[config.mk]
export PLATFORM = sky130hd
export DESIGN_NAME = sync_length_xor_frame_receiver_unit
export DESIGN_NICKNAME = d
export VERILOG_FILES = /design/src/rtl/slxfr_pkg.sv /design/src/rtl/slxfr_deframer.sv /design/src/rtl/sync_length_xor_frame_receiver_unit.sv
export SDC_FILE = /design/constraint.sdc
export NUM_CORES = 1
export LEC_CHECK = 0
export ABC_AREA = 1
export BUFFER_PORTS_ARGS = -buffer_cell sky130_fd_sc_hd__buf_2
export CORE_ASPECT_RATIO = 2
export CORE_UTILIZATION = 30
export CTS_BUF_LIST = sky130_fd_sc_hd__clkbuf_8
export CTS_CLUSTER_DIAMETER = 30
export CTS_CLUSTER_SIZE = 16
export DETAILED_ROUTE_END_ITERATION = 10
export GPL_ROUTABILITY_DRIVEN = 1
export PLACE_DENSITY = 0.47
export REMOVE_ABC_BUFFERS = 1
export SETUP_SLACK_MARGIN = 0.1
export SYNTH_ARGS = -nofsm -noshare
export SYNTH_HDL_FRONTEND = slang
export SYNTH_SLANG_ARGS = --single-unit
[constraint.sdc]
create_clock -name clock -period 4.45 [get_ports clock]
set_clock_uncertainty 0.1 [all_clocks]
set_input_delay 0.6675 -clock clock [delete_from_list [all_inputs] [get_ports clock]]
set_output_delay 0.6675 -clock clock [all_outputs]
set_load 0.05 [all_outputs]
[src/rtl/slxfr_pkg.sv]
// ----------------------------------------------------------------------------
// Frame receiver package
// Shared types, codes and constants of the frame receiver.
// ----------------------------------------------------------------------------
`default_nettype none

package slxfr_pkg;

   localparam int RING_DEPTH_DEFAULT = 256;
   localparam logic [7:0] SYNC_RESET = 8'd164;

   typedef enum logic [1:0] {
      PH_IDLE = 2'd0,
      PH_LEN  = 2'd1,
      PH_DATA = 2'd2,
      PH_CHK  = 2'd3
   } phase_type;

   typedef enum logic [1:0] {
      ST_IGNORED = 2'd0,
      ST_TAKEN   = 2'd1,
      ST_GOOD    = 2'd2,
      ST_BAD     = 2'd3
   } status_type;

   typedef struct packed {
      logic       store_valid;
      logic [7:0] store_address;
      logic [7:0] store_data;
      status_type status;
      logic [7:0] message_total;
      logic [7:0] next_write_address;
   } result_type;

   function automatic logic [7:0] low_byte(input logic [31:0] value);
      return value[7:0];
   endfunction

endpackage

`default_nettype wire

[src/rtl/slxfr_deframer.sv]
// ----------------------------------------------------------------------------
// Frame receiver deframer
// Frame phase tracking, running XOR, write pointer and good-frame count.
// ----------------------------------------------------------------------------
`default_nettype none

module slxfr_deframer
   import slxfr_pkg::*;
#(
   parameter int RING_DEPTH = RING_DEPTH_DEFAULT,
   localparam int AW = $clog2(RING_DEPTH)
) (
   input  wire logic          clock,
   input  wire logic          reset,
   input  wire logic          step,
   input  wire logic [7:0]    rx_byte,
   input  wire logic          assume_sync,
   input  wire logic [7:0]    sync_byte,
   output logic               wr_enable,
   output logic [AW-1:0]      wr_address,
   output logic [7:0]         wr_data,
   output result_type         result
);

   phase_type     phase_ff,      phase_in;
   logic [8:0]    bytes_left_ff, bytes_left_in;
   logic [7:0]    xor_ff,        xor_in;
   logic [AW-1:0] wptr_ff,       wptr_in;
   logic [AW-1:0] start_ff,      start_in;
   logic [7:0]    count_ff,      count_in;

   logic          frame_start;
   logic          chk_ok;
   logic [AW-1:0] wptr_inc;
   status_type    status;

   assign frame_start = assume_sync || (rx_byte == sync_byte);
   assign chk_ok      = (rx_byte == xor_ff);
   assign wptr_inc    = (wptr_ff == AW'(RING_DEPTH - 1)) ? '0 : wptr_ff + AW'(1);

   always_comb begin
      phase_in = phase_ff;
      unique case (phase_ff)
         PH_IDLE: begin
            if (frame_start) begin
               phase_in = PH_LEN;
            end
         end
         PH_LEN: begin
            phase_in = PH_DATA;
         end
         PH_DATA: begin
            if (bytes_left_ff <= 9'd1) begin
               phase_in = PH_CHK;
            end
         end
         PH_CHK: begin
            phase_in = PH_IDLE;
         end
         default: begin
            phase_in = PH_IDLE;
         end
      endcase
   end

   always_comb begin
      wr_enable     = 1'b0;
      wr_data       = rx_byte;
      status        = ST_IGNORED;
      bytes_left_in = bytes_left_ff;
      xor_in        = xor_ff;
      wptr_in       = wptr_ff;
      start_in      = start_ff;
      count_in      = count_ff;
      unique case (phase_ff)
         PH_IDLE: begin
            if (frame_start) begin
               wr_enable = 1'b1;
               wr_data   = sync_byte;
               status    = ST_TAKEN;
               xor_in    = sync_byte;
               start_in  = wptr_ff;
               wptr_in   = wptr_inc;
            end
         end
         PH_LEN: begin
            wr_enable     = 1'b1;
            status        = ST_TAKEN;
            xor_in        = xor_ff ^ rx_byte;
            bytes_left_in = {1'b0, rx_byte} + 9'd1;
            wptr_in       = wptr_inc;
         end
         PH_DATA: begin
            wr_enable = 1'b1;
            status    = ST_TAKEN;
            xor_in    = xor_ff ^ rx_byte;
            wptr_in   = wptr_inc;
            if (bytes_left_ff != 9'd0) begin
               bytes_left_in = bytes_left_ff - 9'd1;
            end
         end
         PH_CHK: begin
            if (chk_ok) begin
               wr_enable = 1'b1;
               status    = ST_GOOD;
               wptr_in   = wptr_inc;
               count_in  = count_ff + 8'd1;
            end else begin
               status  = ST_BAD;
               wptr_in = start_ff;
            end
         end
         default: begin
            status = ST_IGNORED;
         end
      endcase
   end

   assign wr_address = wptr_ff;

   always_comb begin
      result.store_valid        = wr_enable;
      result.store_address      = wr_enable ? low_byte(32'(wptr_ff)) : 8'd0;
      result.store_data         = wr_enable ? wr_data : 8'd0;
      result.status             = status;
      result.message_total      = count_in;
      result.next_write_address = low_byte(32'(wptr_in));
   end

   always_ff @(posedge clock) begin
      if (reset) begin
         phase_ff      <= PH_IDLE;
         bytes_left_ff <= '0;
         xor_ff        <= '0;
         wptr_ff       <= '0;
         start_ff      <= '0;
         count_ff      <= '0;
      end else if (step) begin
         phase_ff      <= phase_in;
         bytes_left_ff <= bytes_left_in;
         xor_ff        <= xor_in;
         wptr_ff       <= wptr_in;
         start_ff      <= start_in;
         count_ff      <= count_in;
      end
   end

endmodule

`default_nettype wire

[src/rtl/sync_length_xor_frame_receiver_unit.sv]
// ----------------------------------------------------------------------------
// Sync/length/XOR frame receiver.
// Input channel (req_): one received byte per transfer, with an assume-sync
// flag that opens a frame from idle in place of a matching sync byte.
// Result channel (rsp_): one result per input transfer, carrying the ring
// buffer write (valid, address, data), the frame status, the good-frame
// count and the write pointer after the byte.
// csr_: a single write-only register holding the sync byte value.
// Latency: a result is presented on the cycle after its input transfer.
// Throughput: one byte per cycle while req_stall is low; each byte costs
// at most one write on the single write port of the ring memory and one
// update of the frame state. Reset: frame state idle, pointers and counters
// zero, sync byte 0xA4. Ring contents are undefined until written.
// Stall: a held result keeps its register; req_stall rises while a result
// waits and rsp_stall is high, and falls in the cycle the result is taken.
// ----------------------------------------------------------------------------
`default_nettype none

module sync_length_xor_frame_receiver_unit
   import slxfr_pkg::*;
#(
   parameter int RING_DEPTH = RING_DEPTH_DEFAULT
) (
   input  wire logic       clock,
   input  wire logic       reset,
   input  wire logic       req_valid,
   output logic            req_stall,
   input  wire logic [7:0] req_rx_byte,
   input  wire logic       req_assume_sync,
   output logic            rsp_valid,
   input  wire logic       rsp_stall,
   output logic            rsp_store_valid,
   output logic [7:0]      rsp_store_address,
   output logic [7:0]      rsp_store_data,
   output logic [1:0]      rsp_status,
   output logic [7:0]      rsp_message_total,
   output logic [7:0]      rsp_next_write_address,
   input  wire logic       csr_write_enable,
   input  wire logic [7:0] csr_write_data
);

   localparam int AW = $clog2(RING_DEPTH);

   logic [7:0]    sync_ff;
   logic          rsp_valid_ff, rsp_valid_in;
   result_type    result_ff;
   result_type    result;
   logic          step;
   logic          wr_enable;
   logic [AW-1:0] wr_address;
   logic [7:0]    wr_data;
   logic [7:0]    ring_mem [RING_DEPTH];

   assign req_stall    = rsp_valid_ff && rsp_stall;
   assign step         = req_valid && !req_stall;
   assign rsp_valid_in = step || (rsp_valid_ff && rsp_stall);

   slxfr_deframer #(
      .RING_DEPTH (RING_DEPTH)
   ) u_deframer (
      .clock       (clock),
      .reset       (reset),
      .step        (step),
      .rx_byte     (req_rx_byte),
      .assume_sync (req_assume_sync),
      .sync_byte   (sync_ff),
      .wr_enable   (wr_enable),
      .wr_address  (wr_address),
      .wr_data     (wr_data),
      .result      (result)
   );

   // ring buffer
   always_ff @(posedge clock) begin
      if (step && wr_enable) begin
         ring_mem[wr_address] <= wr_data;
      end
   end

   always_ff @(posedge clock) begin
      if (reset) begin
         sync_ff <= SYNC_RESET;
      end else if (csr_write_enable) begin
         sync_ff <= csr_write_data;
      end
   end

   always_ff @(posedge clock) begin
      if (reset) begin
         rsp_valid_ff <= 1'b0;
      end else begin
         rsp_valid_ff <= rsp_valid_in;
      end
   end

   // hold the result while stalled
   always_ff @(posedge clock) begin
      if (step) begin
         result_ff <= result;
      end
   end

   assign rsp_valid              = rsp_valid_ff;
   assign rsp_store_valid        = result_ff.store_valid;
   assign rsp_store_address      = result_ff.store_address;
   assign rsp_store_data         = result_ff.store_data;
   assign rsp_status             = result_ff.status;
   assign rsp_message_total      = result_ff.message_total;
   assign rsp_next_write_address = result_ff.next_write_address;

endmodule

`default_nettype wire

==> run summary <==
The logs give 0 for the post-cts gate resize count and 0.308 for the effective utilization at floorplan. The H-tree was split into 3 levels. The post-synthesis adder-cell area fraction came out at 0.0248. Leaving out fill and tap cells, the most frequent cells in the layout are nand2_1, inv_1, nor2_1, buf_2, nand3_1.

The die covers 17300 um2. Overall power consumption after layout is estimated at 2.12 mW. The clock passes through at most 2 buffers. The tools report the reg-to-reg critical path startpoint as u_deframer.phase_ff[0]. Measured along the x axis, the die boundary spans 93.6 um. The logs give 0 for the final setup violation count and 0.303 for the logic gate share of total power. For this run, design rule violations remaining after detail routing come to 0. At the worst endpoint, the required time is 4590 ps. The logs give 0 ps for the total negative setup slack and 0 for the total congestion overflow. Counting the fill cells in the layout gives 1788.

Detailed placement ended at an HPWL of 9770 um. The detailed router put a total of 4950 um of wire on met1. Routability-driven placement finished with a final weighted congestion of 0.901.

Setup repair after global routing left no endpoint under its margin. Highest metal layer with signal wires: met4. After clock tree synthesis, the setup repair step added 0 buffers. The first global-routing pass estimated 21700 um of wire.

In the final layout, flip-flops and latches occupy 2090 um2. The share of the cycle needed by the critical path after routing came out at 0.523. The routed design could run at a clock period as short as 2330 ps.

The run finished with clean final reports. The net switching share of the total power came out at 0.388. The floorplan has 66 rows. The worst setup path is of the reg2reg kind. After the first detailed-routing iteration, the DRC count stood at 135.

Max-capacitance violation count: 0. The compound-gate portion of the synthesized area came out at 0.129. Along the worst path, the maximum fanout reaches 19.

The clock network fraction of total power was 0.242. At the end of the flow, the number of nets in the layout was 742. The switching power was 0.823 mW.

For the sequential cell area fraction in the yosys report, the log shows 0.415. The tree is rooted in a clkbuf_8. The relative max-transition margin is 0.326. The multiplexer fraction of the synthesized cell area is 0.

The worst setup path is launched from a flip-flop. The wire length on met2 is 7450 um, and the wire length reported by the detailed router is 13300 um. In the routed layout, each cell is associated on average with a via count of 4.79. Start point of the critical path: u_deframer.phase_ff[0].

Mean post-synth cell area: 7.64 um2. The tools report the number of global-route vias before repair as 4359. The xor/xnor share of the synthesized area is 0.0239, and the routed wirelength normalized by instance count is 14.5 um. Across the VDD grid, the largest voltage drop is 0.000151 V. At the later pin of the worst-skew pair, clock insertion delay measures 380 ps. The fraction of final layout cells sized beyond drive strength 1 was 0.201; the number of buffers added by the clock tree synthesis step was 9. For this run, the number of Yosys warnings is 0. The minimum setup slack after placement was 2090 ps; the number of antenna violations at the first check in global routing was 0. Type of the worst min-delay path: reg2reg. After synthesis, the netlist uses 41 different library cells. The synthesis-to-layout area growth was 12.2%. The startpoint of the tightest hold check path is u_deframer.bytes_left_ff[3].

The worst-margin pin slew is 1000 ps, and the count of hold-fix buffers inserted at cts is 0. The run gives 2.69 nW as the reported leakage power. Global routing usage summed across all routing layers: 0.166. During placement, the flow inserted port buffers numbering 58. The final route contains 4400 vias.

The number of clock sinks seen by CTS was 87; the synthesized instance count was 659. The final hold violation count came out at 0. STA classifies the critical path endpoint as a flip-flop. The final number of max-transition violations is 0, and the sequential share of power is 0.455.

Summing all multi-input logic gate instances after layout gives 2450 um2. Clock-pin slew was measured on the worst setup and hold paths at 90 ps. STA puts the critical path data arrival time at 2460 ps. The synthesized flop and latch total works out to 87. TritonCTS built the clock tree. The pin count of the biggest net entering global routing was 44; the total length of routed met3 wires was 434 um.

The area fraction in and, or, nand and nor cells after synthesis is 0.308, and the number of detailed-route iterations in the first pass is 4. The number of antenna cells inserted is 0. Area of the mapped netlist: 5040 um2.

After floorplanning, the core was sized to cover 16400 um2. The detail route stage leaves a number of antenna-violating nets equal to 0. The commonest non-fill, non-tap cell in the layout was nand2_1.

For the final worst setup slack, the log shows 2120 ps. Timing would allow up to 0.430 GHz. After synthesis, the largest family of logic cells by area is simple AND/OR/NAND/NOR gates. The vertical die dimension came out at 185 um. Pin placement for this block handled 59 I/O pins. The internal power is 1.30 mW. Power spread over the standard cell area amounts to 376 nW/um2.
[stage by stage]
step	area, um2	std cells	util	hold WS (ps)
finish	5650	919	0.346	378
global route	5650	919	0.346	397
floorplan	4910	639	-	328
detailed placement	5470	903	0.335	374
CTS	5650	919	0.346	373
global placement	5470	903	0.335	363
[kinds of logic after synthesis]
kind of cell	count (synthesis)
simple gates	319
buf+inv	119
compound gates	112
flops	87
xor+xnor	12
fa+ha+maj	10
[area by class of cell]
cell class	count	area share
inverter	99	0.0660
multi-input combinational	453	0.433
clock buffer	9	0.0219
tap	204	0.0452
clock inverter	7	0.00908
timing repair buffer	60	0.0540
sequential	87	0.370
[synthesized netlist by cell type (all sizes together)]
master / n / area share
a211oi: 2 / 0.0030
a21oi: 50 / 0.062
a31oi: 1 / 0.0012
buf: 12 / 0.018
clkbuf: 8 / 0.0060
clkinv: 5 / 0.0040
dfxtp: 52 / 0.21
edfxtp: 35 / 0.21
ha: 10 / 0.025
inv: 94 / 0.070
nand2: 166 / 0.14
nand3: 59 / 0.064
nand4: 7 / 0.0087
nor2: 72 / 0.070
nor3: 13 / 0.021
o21ai: 55 / 0.058
o21bai: 2 / 0.0030
o22ai: 1 / 0.0012
o31ai: 1 / 0.0015
or2: 2 / 0.0025
xnor2: 4 / 0.0084
xor2: 8 / 0.015
[worst paths after layout]
check / endpoint / slack [ps] / depth (start not counted)
max: rsp_store_address[3] / 2120 / 8
min: u_deframer.bytes_left_ff[3] / 380 / 2
max reg2reg: rsp_store_address[3] / 2120 / 8
min reg2reg: u_deframer.bytes_left_ff[3] / 380 / 2
[critical path, stage by stage (launching register included)]
cell and delay [ps]:
dfxtp_1 380, inv_1 110, ha_1 700, nand2_1 240, nand2_4 230, inv_2 90
nand2_8 120, inv_2 110, nor2_1 90
[power groups by stage]
| stage | clock [mW] | combinational [mW] | sequential, mW |
|---|---|---|---|
| after floorplan | 0 | 0.370 | 1.09 |
| after global placement | 0 | 0.641 | 0.985 |
| after detailed placement | 0 | 0.647 | 0.986 |
| after CTS | 0.542 | 0.648 | 0.968 |
| after global routing | 0.565 | 0.715 | 0.978 |
| final | 0.513 | 0.643 | 0.967 |
[flip-flops by register name, summed over array words and instances, names as in the netlist]
signal and flops:
rsp_next_write_address 8, u_deframer.phase_ff 2, rsp_valid 1, rsp_store_address 8
rsp_message_total 8, u_deframer.wr_address 8, u_deframer.bytes_left_ff 9, u_deframer.count_ff 8
rsp_store_valid 1, u_deframer.start_ff 8, rsp_status 2, rsp_store_data 8
sync_ff 8, u_deframer.xor_ff 8
[per-layer routing]
| layer | global-route usage | vias up |
|---|---|---|
| met3 | 0.0230 | 31 |
| met4 | 0.0991 | 0 |
| li1 | - | 2229 |
| met5 | 0 | - |
| met2 | 0.320 | 99 |
| met1 | 0.163 | 2041 |
No activity file was read; power rests on OpenSTA's default activity.
